===== config.mk =====
export PLATFORM = sky130hd
export DESIGN_NAME = sensor_ascii_line_parser_core
export DESIGN_NICKNAME = d
export VERILOG_FILES = /design/src/rtl/salp_pkg.sv /design/src/rtl/sensor_ascii_line_parser_core.sv
export SDC_FILE = /design/constraint.sdc
export NUM_CORES = 1
export LEC_CHECK = 0
export BUFFER_PORTS_ARGS = -buffer_cell sky130_fd_sc_hd__buf_2
export CAP_MARGIN = 20
export CORE_MARGIN = 2
export CORE_UTILIZATION = 35
export CTS_BUF_LIST = sky130_fd_sc_hd__clkbuf_2
export CTS_CLUSTER_DIAMETER = 100
export DETAILED_ROUTE_END_ITERATION = 10
export GPL_TIMING_DRIVEN = 0
export PLACE_DENSITY = 0.5
export SLEW_MARGIN = 20
export SYNTH_ARGS = -nofsm -noshare
export SYNTH_HDL_FRONTEND = slang
export SYNTH_SLANG_ARGS = --single-unit

===== constraint.sdc =====
create_clock -name clk_i -period 6.45 [get_ports clk_i]
set_input_delay 0.645 -clock clk_i [delete_from_list [all_inputs] [get_ports clk_i]]
set_output_delay 0.645 -clock clk_i [all_outputs]
set_load 0.005 [all_outputs]

===== src/rtl/salp_pkg.sv =====
// Shared types, character codes and helpers for the sensor line parser.
`timescale 1ns / 1ps

package salp_pkg;

  // ASCII codes used by the line grammar
  localparam logic [7:0] ChSpace = 8'h20;
  localparam logic [7:0] ChCr    = 8'h0D;
  localparam logic [7:0] ChLf    = 8'h0A;
  localparam logic [7:0] ChZero  = 8'h30;
  localparam logic [7:0] ChNine  = 8'h39;
  localparam logic [7:0] ChOne   = 8'h31;
  localparam logic [7:0] ChPoint = 8'h2E;
  localparam logic [7:0] ChMinus = 8'h2D;
  localparam logic [7:0] ChPlus  = 8'h2B;

  // Position inside the current line
  typedef enum logic [2:0] {
    PH_LEAD,
    PH_NOVAL,
    PH_NUM,
    PH_SKIPTOK,
    PH_TRAIL,
    PH_DONE
  } phase_e;

  // What the mode character turned out to be
  typedef enum logic [1:0] {
    MODE_NONE,
    MODE_ZERO,
    MODE_ONE,
    MODE_BAD
  } mode_e;

  // Ten to the power n, for sizing the digit accumulator at elaboration
  function automatic logic [63:0] pow10(int unsigned n);
    logic [63:0] p;
    p = 64'd1;
    for (int unsigned i = 0; i < n; i++) begin
      p = p * 64'd10;
    end
    return p;
  endfunction

endpackage


===== src/rtl/sensor_ascii_line_parser_core.sv =====
// Streaming parser for the gyro's ASCII output lines (top level).
`timescale 1ns / 1ps

// Takes one received byte per request on the slave side and emits one result
// request per CR LF pair on the master side. Each accepted byte updates the
// line state (phase, sign, digit accumulator, counters) in one pass whose
// deepest path is the times-ten shift-and-add on the accumulator, so the
// input accepts a byte every cycle while the result
// register is free or being drained. The result is loaded into the output
// register at the edge that accepts the LF and is offered from the next cycle
// on. While a result waits and the master side does not take it, the input
// stalls on every byte, so back-to-back lines run at full rate only while the
// master side keeps up. The value is reported as a signed decimal mantissa
// plus a count of fraction digits; more than MAX_DIGITS digits saturate the
// mantissa and raise the overflow flag.
module sensor_ascii_line_parser_core #(
  parameter int unsigned MAX_DIGITS = 9
) (
  input  logic        clk_i,
  input  logic        rst_ni,
  // slave side
  input  logic        s_axis_tvalid_i,
  output logic        s_axis_tready_o,
  input  logic [7:0]  s_axis_tdata_i,   // [7:0] rx_byte
  // master side
  output logic        m_axis_tvalid_o,
  input  logic        m_axis_tready_i,
  output logic [39:0] m_axis_tdata_o,   // [30:0] mantissa, [34:31] frac_digits, zero fill
  output logic [2:0]  m_axis_tuser_o    // [0] parse_ok, [1] data_valid, [2] overflow
);
  import salp_pkg::*;

  localparam logic [63:0] MaxMag = pow10(MAX_DIGITS) - 64'd1;
  localparam int unsigned AccW   = $clog2(MaxMag + 64'd1);
  localparam int unsigned CntW   = $clog2(MAX_DIGITS + 1);

  // line state
  phase_e            phase_q, phase_d;
  mode_e             mode_q, mode_d;
  logic              space_seen_q, space_seen_d;
  logic              negative_q, negative_d;
  logic [AccW-1:0]   accum_q, accum_d;
  logic [CntW-1:0]   digit_cnt_q, digit_cnt_d;
  logic [CntW-1:0]   frac_cnt_q, frac_cnt_d;
  logic              point_q, point_d;
  logic              prev_cr_q, prev_cr_d;
  logic              ovf_q, ovf_d;

  // result register
  logic              out_valid_q, out_valid_d;
  logic              parse_ok_q, data_valid_q, ovf_out_q;
  logic signed [30:0] mantissa_q;
  logic [3:0]        frac_out_q;

  logic [7:0]        c;
  logic              in_fire, end_line;
  logic              is_space, is_eol, is_digit, num_bad, num_active;
  logic [3:0]        digit_val;
  logic [AccW-1:0]   accum_x10;
  logic [AccW-1:0]   mag;
  logic [30:0]       mant_wide;

  assign c         = s_axis_tdata_i;
  assign in_fire   = s_axis_tvalid_i && s_axis_tready_o;
  assign end_line  = prev_cr_q && (c == ChLf);
  assign is_space  = (c == ChSpace);
  assign is_eol    = (c == ChCr) || (c == ChLf);
  assign is_digit  = (c >= ChZero) && (c <= ChNine);
  assign digit_val = 4'(c - ChZero);
  assign num_bad   = !is_digit && !((c == ChPoint) && !point_q);

  // a token byte that feeds the numeric prefix
  assign num_active =
      ((phase_q == PH_LEAD) && space_seen_q && !is_space && !is_eol &&
       (c != ChMinus) && (c != ChPlus)) ||
      ((phase_q == PH_NUM) && !is_space && !is_eol);

  // accept while the result slot is free or being drained
  assign s_axis_tready_o = !out_valid_q || m_axis_tready_i;

  // next phase and mode
  always_comb begin
    phase_d = phase_q;
    mode_d  = mode_q;
    if (end_line) begin
      phase_d = PH_LEAD;
      mode_d  = MODE_NONE;
    end else begin
      unique case (phase_q)
        PH_LEAD: begin
          if (!is_space && !is_eol) begin
            if (!space_seen_q) begin
              phase_d = PH_NOVAL;
            end else if ((c == ChMinus) || (c == ChPlus) || !num_bad) begin
              phase_d = PH_NUM;
            end else begin
              phase_d = PH_SKIPTOK;
            end
          end
        end
        PH_NUM, PH_SKIPTOK: begin
          if (is_space) begin
            phase_d = PH_TRAIL;
          end else if (is_eol) begin
            mode_d  = MODE_BAD;
            phase_d = PH_DONE;
          end else if ((phase_q == PH_NUM) && num_bad) begin
            phase_d = PH_SKIPTOK;
          end
        end
        PH_TRAIL: begin
          if (!is_space) begin
            phase_d = PH_DONE;
            if (c == ChOne) begin
              mode_d = MODE_ONE;
            end else if (c == ChZero) begin
              mode_d = MODE_ZERO;
            end else begin
              mode_d = MODE_BAD;
            end
          end
        end
        default: begin
        end
      endcase
    end
  end

  // accumulate sign, digits and counters
  assign accum_x10 = (accum_q << 3) + (accum_q << 1);

  always_comb begin
    space_seen_d = space_seen_q;
    negative_d   = negative_q;
    accum_d      = accum_q;
    digit_cnt_d  = digit_cnt_q;
    frac_cnt_d   = frac_cnt_q;
    point_d      = point_q;
    ovf_d        = ovf_q;
    prev_cr_d    = (c == ChCr);
    if (end_line) begin
      space_seen_d = 1'b0;
      negative_d   = 1'b0;
      accum_d      = '0;
      digit_cnt_d  = '0;
      frac_cnt_d   = '0;
      point_d      = 1'b0;
      ovf_d        = 1'b0;
      prev_cr_d    = 1'b0;
    end else begin
      if ((phase_q == PH_LEAD) && is_space) begin
        space_seen_d = 1'b1;
      end
      if ((phase_q == PH_LEAD) && space_seen_q && (c == ChMinus)) begin
        negative_d = 1'b1;
      end
      if (num_active) begin
        if (is_digit) begin
          if (digit_cnt_q >= CntW'(MAX_DIGITS)) begin
            ovf_d = 1'b1;
          end else begin
            accum_d     = accum_x10 + AccW'(digit_val);
            digit_cnt_d = digit_cnt_q + 1'b1;
            if (point_q) begin
              frac_cnt_d = frac_cnt_q + 1'b1;
            end
          end
        end else if ((c == ChPoint) && !point_q) begin
          point_d = 1'b1;
        end
      end
    end
  end

  // signed mantissa from the line state, saturated on overflow
  assign mag       = ovf_q ? MaxMag[AccW-1:0] : accum_q;
  assign mant_wide = negative_q ? (31'd0 - 31'(mag)) : 31'(mag);

  // hold the result until the master side takes it
  always_comb begin
    out_valid_d = out_valid_q;
    if (in_fire && end_line) begin
      out_valid_d = 1'b1;
    end else if (m_axis_tready_i) begin
      out_valid_d = 1'b0;
    end
  end

  // control registers
  always_ff @(posedge clk_i or negedge rst_ni) begin
    if (!rst_ni) begin
      phase_q      <= PH_LEAD;
      mode_q       <= MODE_NONE;
      space_seen_q <= 1'b0;
      negative_q   <= 1'b0;
      accum_q      <= '0;
      digit_cnt_q  <= '0;
      frac_cnt_q   <= '0;
      point_q      <= 1'b0;
      prev_cr_q    <= 1'b0;
      ovf_q        <= 1'b0;
      out_valid_q  <= 1'b0;
    end else begin
      out_valid_q <= out_valid_d;
      if (in_fire) begin
        phase_q      <= phase_d;
        mode_q       <= mode_d;
        space_seen_q <= space_seen_d;
        negative_q   <= negative_d;
        accum_q      <= accum_d;
        digit_cnt_q  <= digit_cnt_d;
        frac_cnt_q   <= frac_cnt_d;
        point_q      <= point_d;
        prev_cr_q    <= prev_cr_d;
        ovf_q        <= ovf_d;
      end
    end
  end

  // result payload, loaded at the LF of a CR LF pair
  always_ff @(posedge clk_i) begin
    if (in_fire && end_line) begin
      parse_ok_q   <= (mode_q == MODE_ZERO) || (mode_q == MODE_ONE);
      data_valid_q <= (mode_q == MODE_ONE);
      mantissa_q   <= signed'(mant_wide);
      frac_out_q   <= 4'(frac_cnt_q);
      ovf_out_q    <= ovf_q;
    end
  end

  assign m_axis_tvalid_o = out_valid_q;
  assign m_axis_tdata_o  = {5'd0, frac_out_q, mantissa_q};
  assign m_axis_tuser_o  = {ovf_out_q, data_valid_q, parse_ok_q};

  // digit counters stay within the kept range
  assert property (@(posedge clk_i) disable iff (!rst_ni)
    (digit_cnt_q <= CntW'(MAX_DIGITS)) && (frac_cnt_q <= digit_cnt_q))
    else $error("digit counters out of range");

  // overflow only once all digit slots are used
  assert property (@(posedge clk_i) disable iff (!rst_ni)
    ovf_q |-> (digit_cnt_q == CntW'(MAX_DIGITS)))
    else $error("overflow set with free digit slots");

  // a line end clears the line state and raises the result
  assert property (@(posedge clk_i) disable iff (!rst_ni)
    (in_fire && end_line) |=>
      (phase_q == PH_LEAD) && !space_seen_q && !prev_cr_q && m_axis_tvalid_o)
    else $error("line state not cleared after line end");

  // the input stalls only behind a waiting result
  assert property (@(posedge clk_i) disable iff (!rst_ni)
    !s_axis_tready_o |-> (out_valid_q && !m_axis_tready_i))
    else $error("input stalled without a pending result");

endmodule

==> results.cfg, run 1 <==
[detailed_routing]
drtPass1Iterations = 4
wl_per_cell_um = 16.85
drt-vias-per-instance = 5.403
drt-initial-drc-count = 204
wl_um = 16620
antenna_left = 0
drc = 0
vias = 5327

[setup_path]
endpoint_kind = flip-flop
cp_cell_sequence = clkbuf_1 > clkbuf_1 > clkbuf_1 > nor2_1 > ha_1 > a31oi_1 > a21oi_1 > nand2_1 > nor3_1 > o31ai_1
worstPathRequired_ps = 6850
cp_top_family = buffers and inverters
r2r_slack_ps = 2530
path_class = flip-flop to flip-flop
cpMostUsedCell = clkbuf_1
arrival_ps = 4320
cp_slowest_cell = a31oi_1
cp_slowest_stage_delay_ps = 740
cp_num_buf_inv = 3
worst-path-max-fanout = 10
cp-start-kind = flip-flop

[floorplanning]
dieArea_sq_um = 18830
start_util_pct = 35.91
pin_count = 57
fp.coreArea_sq_um = 17300
die_height_um = 137.2
die_w_um = 137.2
rows = 48

[finish]
layout-drive-gt1-share_pct = 12.24
multi_input_area_sq_um = 3620
syn_to_final_growth_pct = 12.19
post-route-util_pct = 40.29
stdcell_area_sq_um = 6968
layout_commonest_cell = a21oi_1
final_cell_mix = a21oi_1 (65), nor2_1 (60), ha_1 (60), o21ai_0 (57), nand2_1 (54)
regArea_sq_um = 2367
fin_nets = 829
n_fill_cell = 1780

[clock_network]
htree_levels = 3
clock-sinks = 87
cts_hold_buffers = 0
path_clk_slew_ps = 260
cts_tree = done
root_buffer = clkbuf_2
postCtsSetupBuffers = 0
cts_made_buffers = 9
clk_path_buf_depth = 2
cts.repair.resized = 0
clkLatencyLatePin_ps = 570

[synthesis]
syn_area_sq_um = 6211
ys.flop_type = dfrtp_1
ys_seq_elements = 87
synth_top_area_share_pct = 19.74
synth_edf_count = 38
synth_area_per_cell_sq_um = 9.028
synth_cell_types = 59
ys_seq_area_share_pct = 38.11
synthTopCellsByArea = dfrtp_1 (20%), edfxtp_1 (18%), ha_1 (12%), a21oi_1 (5.2%), o21ai_0 (4.6%)
ys_warn_count = 0
netlist_instances = 688
async_flop_share_pct = 56.32
synth_area_leader_cell = dfrtp_1

[sta]
fmax_mhz = 255.1
finalHoldViolCount = 0
setup_tns_ps = 0
slew-limit-headroom_pct = 39.11
worst_slack_ps = 2529
setup_viol = 0
final_max_slew_viol_count = 0
fin_crit_sh_pct = 60.79
finClkSkew_ps = 24.53
rsz0062_at_grt = no
min_period_ps = 3921
tightest_slew_ps = 909.1

[power]
swShare_pct = 26.37
power_switching_uw = 291.0
power.density_nw_per_um2 = 158.4
pwr-share-comb_pct = 11.4
seqPwrFrac_pct = 54.6
p_leak_nw = 3.126
finalPower_mw = 1.104
ir_worst_vdd_uv = 81.90
p_int_uw = 812.7
clock_power_share_pct = 34.0

[global_routing]
grt_pass1_vias = 5310
antenna_found_initial = 1
busiest_layer = met2
grt_max_degree = 50
grt_overflow = 0
globalRouteMet3Util_pct = 2.428
met2_usage_pct = 31.84
met1_usage_pct = 23.74
grt_pass1_wl_um = 27170
gr-usage-all-layers_pct = 18.55

[outcome]
outcome = finished clean

[job]
maxCapViolCount = 0

[place]
placed_area_sq_um = 6799
io_buffers = 51
place_congestion = 0.8877
dp_slack_ps = 2587
dpl.hpwl_um = 13030

[worst_hold_path]
hp-class = input pin to async pin
power groups by stage:
stage,sequential (mW),clock [mW],combinational [mW]
after floorplan,0.608,0,0.0925
after global placement,0.613,0,0.123
after detailed placement,0.613,0,0.126
after CTS,0.603,0.392,0.127
after global routing,0.605,0.405,0.144
final,0.603,0.375,0.126
Yosys cell counts, drive strengths merged (4+ instances only):
master and n:
o21a 4, nand2b 7, o32ai 5, o31ai 15, inv 23, a31oi 9, dfrtp 49, nor2b 10
buf 8, nand4 8, nor3 10, mux2 5, xor2 24, a21o 7, nor4 5, xnor2 23
o21ai 57, a21oi 65, and2 5, clkbuf 28, nor2 60, or2 4, or3 7, edfxtp 38
nand3 44, ha 60, or4 10, nand2 54, o211ai 4
through the flow:
| stage | hold slack [ps] | std cells |
|---|---|---|
| after floorplan | 349.4 | 692 |
| after global placement | 458.6 | 968 |
| after detailed placement | 457.8 | 969 |
| after CTS | 0.6678 | 985 |
| after global routing | 28.33 | 986 |
| final | 51.27 | 986 |
layer usage:
layer | vias up | part of all wire (%)
met5 | - | 0
met4 | 0 | 2.0
met3 | 24 | 4.2
met2 | 141 | 48
met1 | 2492 | 46
li1 | 2670 | -
registers in the layout (all words and copies together), names as in the netlist:
name	flops
point_q	1
frac_cnt_q	4
mode_q	2
digit_cnt_q	4
prev_cr_q	1
data_valid_q	1
space_seen_q	1
accum_q	30
m_axis_tvalid_o	1
ovf_out_q	1
mantissa_q	31
ovf_q	1
frac_out_q	4
negative_q	1
parse_ok_q	1
phase_q	3
kinds of logic after synthesis:
group                    after synthesis  share of synthesized area (%)
multiplexers                           5                         0.9065
XOR/XNOR                              47                          6.628
flip-flops                            87                          38.11
other                                  1                        0.06038
AND/OR/NAND/NOR                      235                          18.61
adder cells (fa/ha/maj)               62                          12.73
AO/OA/AOI/OAI                        192                          18.90
buffers and inverters                 59                          4.049
worst paths after layout:
kind                            depth (start not counted)              start              to
worst max-delay path                                   10              ovf_q  mantissa_q[16]
worst min-delay path                                    1             rst_ni       mode_q[1]
worst max register to register                         10              ovf_q  mantissa_q[16]
worst min register to register                          0      frac_cnt_q[3]   frac_out_q[3]
max in group asynchronous                               1             rst_ni     accum_q[15]
min in group clk_i                                      4  s_axis_tdata_i[1]      accum_q[1]
final cells by class:
type                       instances  share of cell area, %
inverter                          23                  1.239
multi-input combinational        546                  51.95
tap                              225                  4.040
buffer                            36                  2.388
timing repair buffer              52                  3.986
sequential                        87                  33.97
clock buffer                      10                 0.7183
antenna                            1                0.03591
clock inverter                     6                  1.670
Power figures use the tool's default switching activity.
==> inputs of run 2 (changes only) <==
--- a/config.mk
+++ b/config.mk
@@ -13,7 +13,7 @@
 export CTS_CLUSTER_DIAMETER = 100
 export DETAILED_ROUTE_END_ITERATION = 10
 export GPL_TIMING_DRIVEN = 0
-export PLACE_DENSITY = 0.5
+export PLACE_DENSITY = 0.52
 export SLEW_MARGIN = 20
 export SYNTH_ARGS = -nofsm -noshare
 export SYNTH_HDL_FRONTEND = slang
==> constraint.sdc (replaced) <==
create_clock -name clk_i -period 3.6 [get_ports clk_i]
set_input_delay 0.36 -clock clk_i [delete_from_list [all_inputs] [get_ports clk_i]]
set_output_delay 0.36 -clock clk_i [all_outputs]
set_load 0.005 [all_outputs]
==> run 2 against run 1 <==
  * Wire length fell by 0.97%
  * Cell area shrank 0.22%
  * Clock power is 65% higher
  * Non-clock buffer count stayed put
  * Critical endpoint is now mantissa_q[22]
  * Largest cell class unchanged
==> results.cfg, run 2 (synthesized netlist as in run 1, its figures left out) <==
[sta]
min_period_ps = 3315
fmax_mhz = 301.6
rsz0062_at_grt = no
final_max_slew_viol_count = 0
hold_slack_ps = 74.50
tightest_slew_ps = 781.4
fin_crit_sh_pct = 92.09
slew-limit-headroom_pct = 47.44
finClkSkew_ps = 51.94
worst_slack_ps = 284.7
setup_tns_ps = 0
setup_viol = 0
finalHoldViolCount = 0

[detailed_routing]
wl_per_cell_um = 16.69
drtPass1Iterations = 5
antenna_left = 0
drt-initial-drc-count = 305
wl_um = 16460
vias = 5355
drt-vias-per-instance = 5.431
drc = 0

[floorplanning]
dieArea_sq_um = 18830
die_height_um = 137.2
pin_count = 57
rows = 48
start_util_pct = 35.91
fp.coreArea_sq_um = 17300
die_w_um = 137.2

[setup_path]
cp_cell_sequence = or4_1 > or4_1 > or4_4 > or4_1 > and2_1 > xnor2_1
cp_slowest_stage_delay_ps = 600
endpoint_kind = flip-flop
path_class = flip-flop to flip-flop
cp_slowest_cell = or4_1
worstPathRequired_ps = 4000
arrival_ps = 3710
cpMostUsedCell = or4_1
cp-start-kind = flip-flop
worst-path-max-fanout = 7

[finish]
top_register = mantissa_q
largestRegisters = mantissa_q (31), accum_q (30)
post-route-util_pct = 40.20
regArea_sq_um = 2367
fin_nets = 829
largest_register_ffs = 31
layout_commonest_cell = a21oi_1
multi_input_area_sq_um = 3635
final_cell_mix = a21oi_1 (65), nor2_1 (60), ha_1 (60), o21ai_0 (55), nand2_1 (54)
n_fill_cell = 1756
layout-drive-gt1-share_pct = 12.37
syn_to_final_growth_pct = 11.95
stdcell_area_sq_um = 6953
fin_cells = 986

[clock_network]
cts_made_buffers = 9
htree_levels = 3
root_buffer = clkbuf_2
cts_tree = done
path_clk_slew_ps = 270
postCtsSetupBuffers = 0
clock-sinks = 87
clk_path_buf_depth = 2
clkLatencyLatePin_ps = 620

[power]
finalPower_mw = 1.922
p_leak_nw = 3.108
ir_worst_vdd_uv = 142.7
power.density_nw_per_um2 = 276.4

[global_routing]
grt_max_degree = 50
grt_pass1_wl_um = 26830
gr-usage-all-layers_pct = 18.49
grt_overflow = 0
grt_pass1_vias = 5271
antenna_found_initial = 1

[job]
maxCapViolCount = 0

[place]
dpl.hpwl_um = 12490
placed_area_sq_um = 6782
io_buffers = 51
place_congestion = 0.8801
place_inst = 968
dp_slack_ps = -248.3

[outcome]
outcome = finished clean

[worst_hold_path]
hp-class = input pin to flip-flop
run 2: cell types whose count changed in the layout (fill, tap and decap cells not counted), sizes merged:
| cell | delta |
|---|---|
| buf | -1 |
| clkinv | -1 |
| dlygate4sd3 | +1 |
| bufinv | -1 |
| clkinvlp | +2 |
run 2: power breakdown:
| group | total (mW) | internal (mW) | switching, mW |
|---|---|---|---|
| Sequential | 1.08 | 1.06 | 0.0244 |
| Combinational | 0.226 | 0.0923 | 0.134 |
| Clock | 0.617 | 0.237 | 0.379 |
run 2: critical path: cells and delay by family (launching register included):
| family | cells | cell delay, ps |
|---|---|---|
| XOR/XNOR | 1 | 130 |
| flip-flops | 1 | 560 |
| AND/OR/NAND/NOR | 5 | 2420 |
run 2: worst paths after layout:
kind / startpoint / endpoint / slack [ps] / cells after the start
setup / recovery: ovf_q / mantissa_q[22] / 280 / 6
hold / removal: m_axis_tready_i / m_axis_tvalid_o / 70 / 3
setup reg to reg: ovf_q / mantissa_q[22] / 280 / 6
hold reg to reg: frac_cnt_q[3] / frac_out_q[3] / 510 / 0
max in group asynchronous: rst_ni / accum_q[16] / 2860 / 2
min in group asynchronous: rst_ni / accum_q[27] / 250 / 2
run 2: final cells by class:
cell class / count / share of cell area (%)
plain buffers: 36 / 2.447
diodes: 1 / 0.03599
flip-flops and latches: 87 / 34.05
inverters: 23 / 1.242
repair buffers: 52 / 3.851
clock buffers: 10 / 0.7198
well taps: 225 / 4.049
multi-input cells: 546 / 52.28
clock inverters: 6 / 1.332
run 2: repair_timing:
action	in CTS	in global routing
resized for setup	2	4
hold buffers	1	0
endpoints found under the hold margin	49	0
endpoints found under the setup margin	13	5
pin swaps	0	0
run 2: metal layers:
| metal | vias up | part of all wire (%) | track usage [%] |
|---|---|---|---|
| li1 | 2664 | - | - |
| met1 | 2469 | 45 | 23.97 |
| met2 | 190 | 47 | 30.71 |
| met3 | 32 | 5.0 | 2.502 |
| met4 | 0 | 2.9 | 8.362 |
| met5 | - | 0 | 0 |
==> inputs of run 3 (changes only) <==
--- a/config.mk
+++ b/config.mk
@@ -5,6 +5,7 @@
 export SDC_FILE = /design/constraint.sdc
 export NUM_CORES = 1
 export LEC_CHECK = 0
+export ABC_AREA = 1
 export BUFFER_PORTS_ARGS = -buffer_cell sky130_fd_sc_hd__buf_2
 export CAP_MARGIN = 20
 export CORE_MARGIN = 2
@@ -13,7 +14,7 @@
 export CTS_CLUSTER_DIAMETER = 100
 export DETAILED_ROUTE_END_ITERATION = 10
 export GPL_TIMING_DRIVEN = 0
-export PLACE_DENSITY = 0.52
+export PLACE_DENSITY = 0.51
 export SLEW_MARGIN = 20
 export SYNTH_ARGS = -nofsm -noshare
 export SYNTH_HDL_FRONTEND = slang
==> run 3 against run 2 <==
  * Highest routed layer unchanged
  * Die area rose by 17%
  * Critical path type unchanged
  * Hold slack gained 67 ps
  * Final cell count rose by 38%
  * Area after synthesis increased by 18%
  * Clock-buffer cell count down 1
==> results.cfg, run 3 <==
[clock_network]
root_buffer = clkbuf_2
cts_tree = done
postCtsSetupBuffers = 0
path_clk_slew_ps = 290
cts_made_buffers = 9
clk_path_buf_depth = 2
htree_levels = 3
clkLatencyLatePin_ps = 620
clock-sinks = 87

[synthesis]
ys_warn_count = 0
synth_cell_types = 43
synthTopCellsByArea = dfrtp_1 (17%), nand2_1 (16%), edfxtp_1 (16%), ha_1 (10%), inv_1 (6.9%)
synth_area_per_cell_sq_um = 7.200
synth_top_area_share_pct = 16.78
netlist_instances = 1015
synth_area_leader_cell = dfrtp_1
synth_edf_count = 38
ys_seq_elements = 87
async_flop_share_pct = 56.32
ys.flop_type = dfrtp_1
synth_most_common_cell = nand2_1
syn_area_sq_um = 7308
ys_seq_area_share_pct = 32.39
netlist_top_cells_count = nand2_1 (319), inv_1 (134), nor2_1 (102)

[sta]
fin_crit_sh_pct = 83.00
rsz0062_at_grt = no
slew-limit-headroom_pct = 56.44
finalHoldViolCount = 0
min_period_ps = 2988
tightest_slew_ps = 653.4
setup_viol = 0
fmax_mhz = 334.7
worst_slack_ps = 612.2
finClkSkew_ps = 56.74
final_max_slew_viol_count = 0

[place]
placed_area_sq_um = 7954
dpl.hpwl_um = 15710
dp_slack_ps = 727.1
io_buffers = 51
place_congestion = 0.8563

[worst_hold_path]
min_from = s_axis_tdata_i[1]
hp-class = input pin to flip-flop

[detailed_routing]
wl_per_cell_um = 13.79
antenna_left = 0
drt-vias-per-instance = 4.677
dr_wl_met3_um = 558
drc = 0
vias = 6365
wl_met2_um = 8161
drtPass1Iterations = 5
wl_um = 18770
drt-initial-drc-count = 330
wl_met1_um = 9737
top_layer_used = met4

[floorplanning]
rows = 52
die_w_um = 148.5
start_util_pct = 35.89
pin_count = 57
dieArea_sq_um = 22050
fp.coreArea_sq_um = 20360
die_height_um = 148.5

[setup_path]
cp_slowest_stage_delay_ps = 600
arrival_ps = 3530
cpMostUsedCell = nand3_1
cp_slowest_cell = fa_1
crit_start = accum_q[2]
cp_cell_sequence = inv_1 > fa_1 > inv_1 > ha_1 > nand3_1 > nand3_1 > nand3_1 > nand3_1 > nand3_1 > nand3_1 > nand3_1 > nand2_1
cp_num_buf_inv = 2
worstPathRequired_ps = 4140
endpoint_kind = flip-flop
worst-path-max-fanout = 5
cp_top_family = simple AND/OR/NAND/NOR gates
path_class = flip-flop to flip-flop
cp-start-kind = flip-flop
r2r_start = accum_q[2]

[power]
power_switching_mw = 1.455
swShare_pct = 43.33
seqPwrFrac_pct = 39.6
ir_worst_vdd_uv = 149.2
p_leak_nw = 4.309
power.density_nw_per_um2 = 412.8
clock_power_share_pct = 18.2
pwr-share-comb_pct = 42.3
p_int_mw = 1.903

[finish]
stdcell_area_sq_um = 8134
fin_nets = 1159
top_register = mantissa_q
layout_commonest_cell = nand2_1
syn_to_final_growth_pct = 11.30
layout-drive-gt1-share_pct = 13.21
largest_register_ffs = 31
largestRegisters = mantissa_q (31), accum_q (30)
final_cell_mix = nand2_1 (319), inv_1 (134), nor2_1 (101), nand3_1 (64), ha_1 (60)

[global_routing]
gr-usage-all-layers_pct = 17.44
grt_pass1_wl_um = 30440
antenna_found_initial = 1
grt_overflow = 0
grt_max_degree = 50
grt_pass1_vias = 5973

[job]
maxCapViolCount = 0

[outcome]
outcome = finished clean
[run 3: per-layer routing]
metal	vias up	track usage [%]
met2	113	26.71
met4	0	5.667
met1	2859	25.90
li1	3372	-
met5	-	0
met3	21	1.534
[run 3: power by group through the flow]
| stage | clock [mW] | combinational [mW] | sequential [mW] |
|---|---|---|---|
| after global routing | 0.666 | 1.65 | 1.35 |
| after global placement | 0 | 1.41 | 1.35 |
| after floorplan | 0 | 1.11 | 1.28 |
| after CTS | 0.638 | 1.43 | 1.33 |
| after detailed placement | 0 | 1.42 | 1.35 |
| final | 0.610 | 1.42 | 1.33 |
[run 3: worst paths after layout]
path / to / slack [ps] / cells after the start
setup / recovery: accum_q[29] / 610 / 12
hold / removal: accum_q[1] / 140 / 4
setup reg to reg: accum_q[29] / 610 / 12
hold reg to reg: frac_out_q[1] / 540 / 0
max in group asynchronous: accum_q[8] / 2860 / 2
min in group asynchronous: accum_q[23] / 260 / 2
[run 3: logic make-up (layout without fill, tap and decap cells)]
| group | after synthesis | after routing | synth area share, % |
|---|---|---|---|
| simple gates | 573 | 573 | 35.46 |
| buf+inv | 165 | 236 | 9.861 |
| compound gates | 87 | 87 | 6.626 |
| flops | 87 | 87 | 32.39 |
| fa+ha+maj | 62 | 62 | 10.82 |
| xor+xnor | 40 | 40 | 4.794 |
| other cells | 1 | 6 | 0.05131 |
[run 3: worst reg2reg max path, cell delays in order, from the launching register on]
cell     delay [ps]
dfrtp_1         590
inv_1           210
fa_1            600
inv_1            60
ha_1            300
nand3_1          70
nand3_1         190
nand3_1         130
nand3_1         250
nand3_1         260
nand3_1         100
nand3_1         100
nand2_1          50
[run 3: area by class of cell]
type                            instances  area, sq um
Antenna cell                            1        2.502
Buffer                                 22        183.9
Clock buffer                            9        45.04
Clock inverter                          7        102.6
Fill cell                            2205        12230
Inverter                              143        536.8
Multi-Input combinational cell        767         4243
Sequential cell                        87         2367
Tap cell                              270        337.8
Timing Repair Buffer                   55        315.3
[run 3: what timing repair did]
item | CTS | global route
hold buffers | 3 | 0
resized for setup | 0 | 0
hold endpoints to repair | 51 | 0
[run 3: metrics by stage]
step	total power [mW]	hold WS, ps	setup TNS (ps)	std cells	utilization (%)
floorplan	2.382	64.41	0	1019	-
global placement	2.764	475.1	-15340	1340	38.87
detailed placement	2.771	422.7	0	1341	39.06
CTS	3.395	87.60	0	1360	39.93
global route	3.662	126.2	0	1361	39.94
finish	3.357	141.7	0	1361	39.94
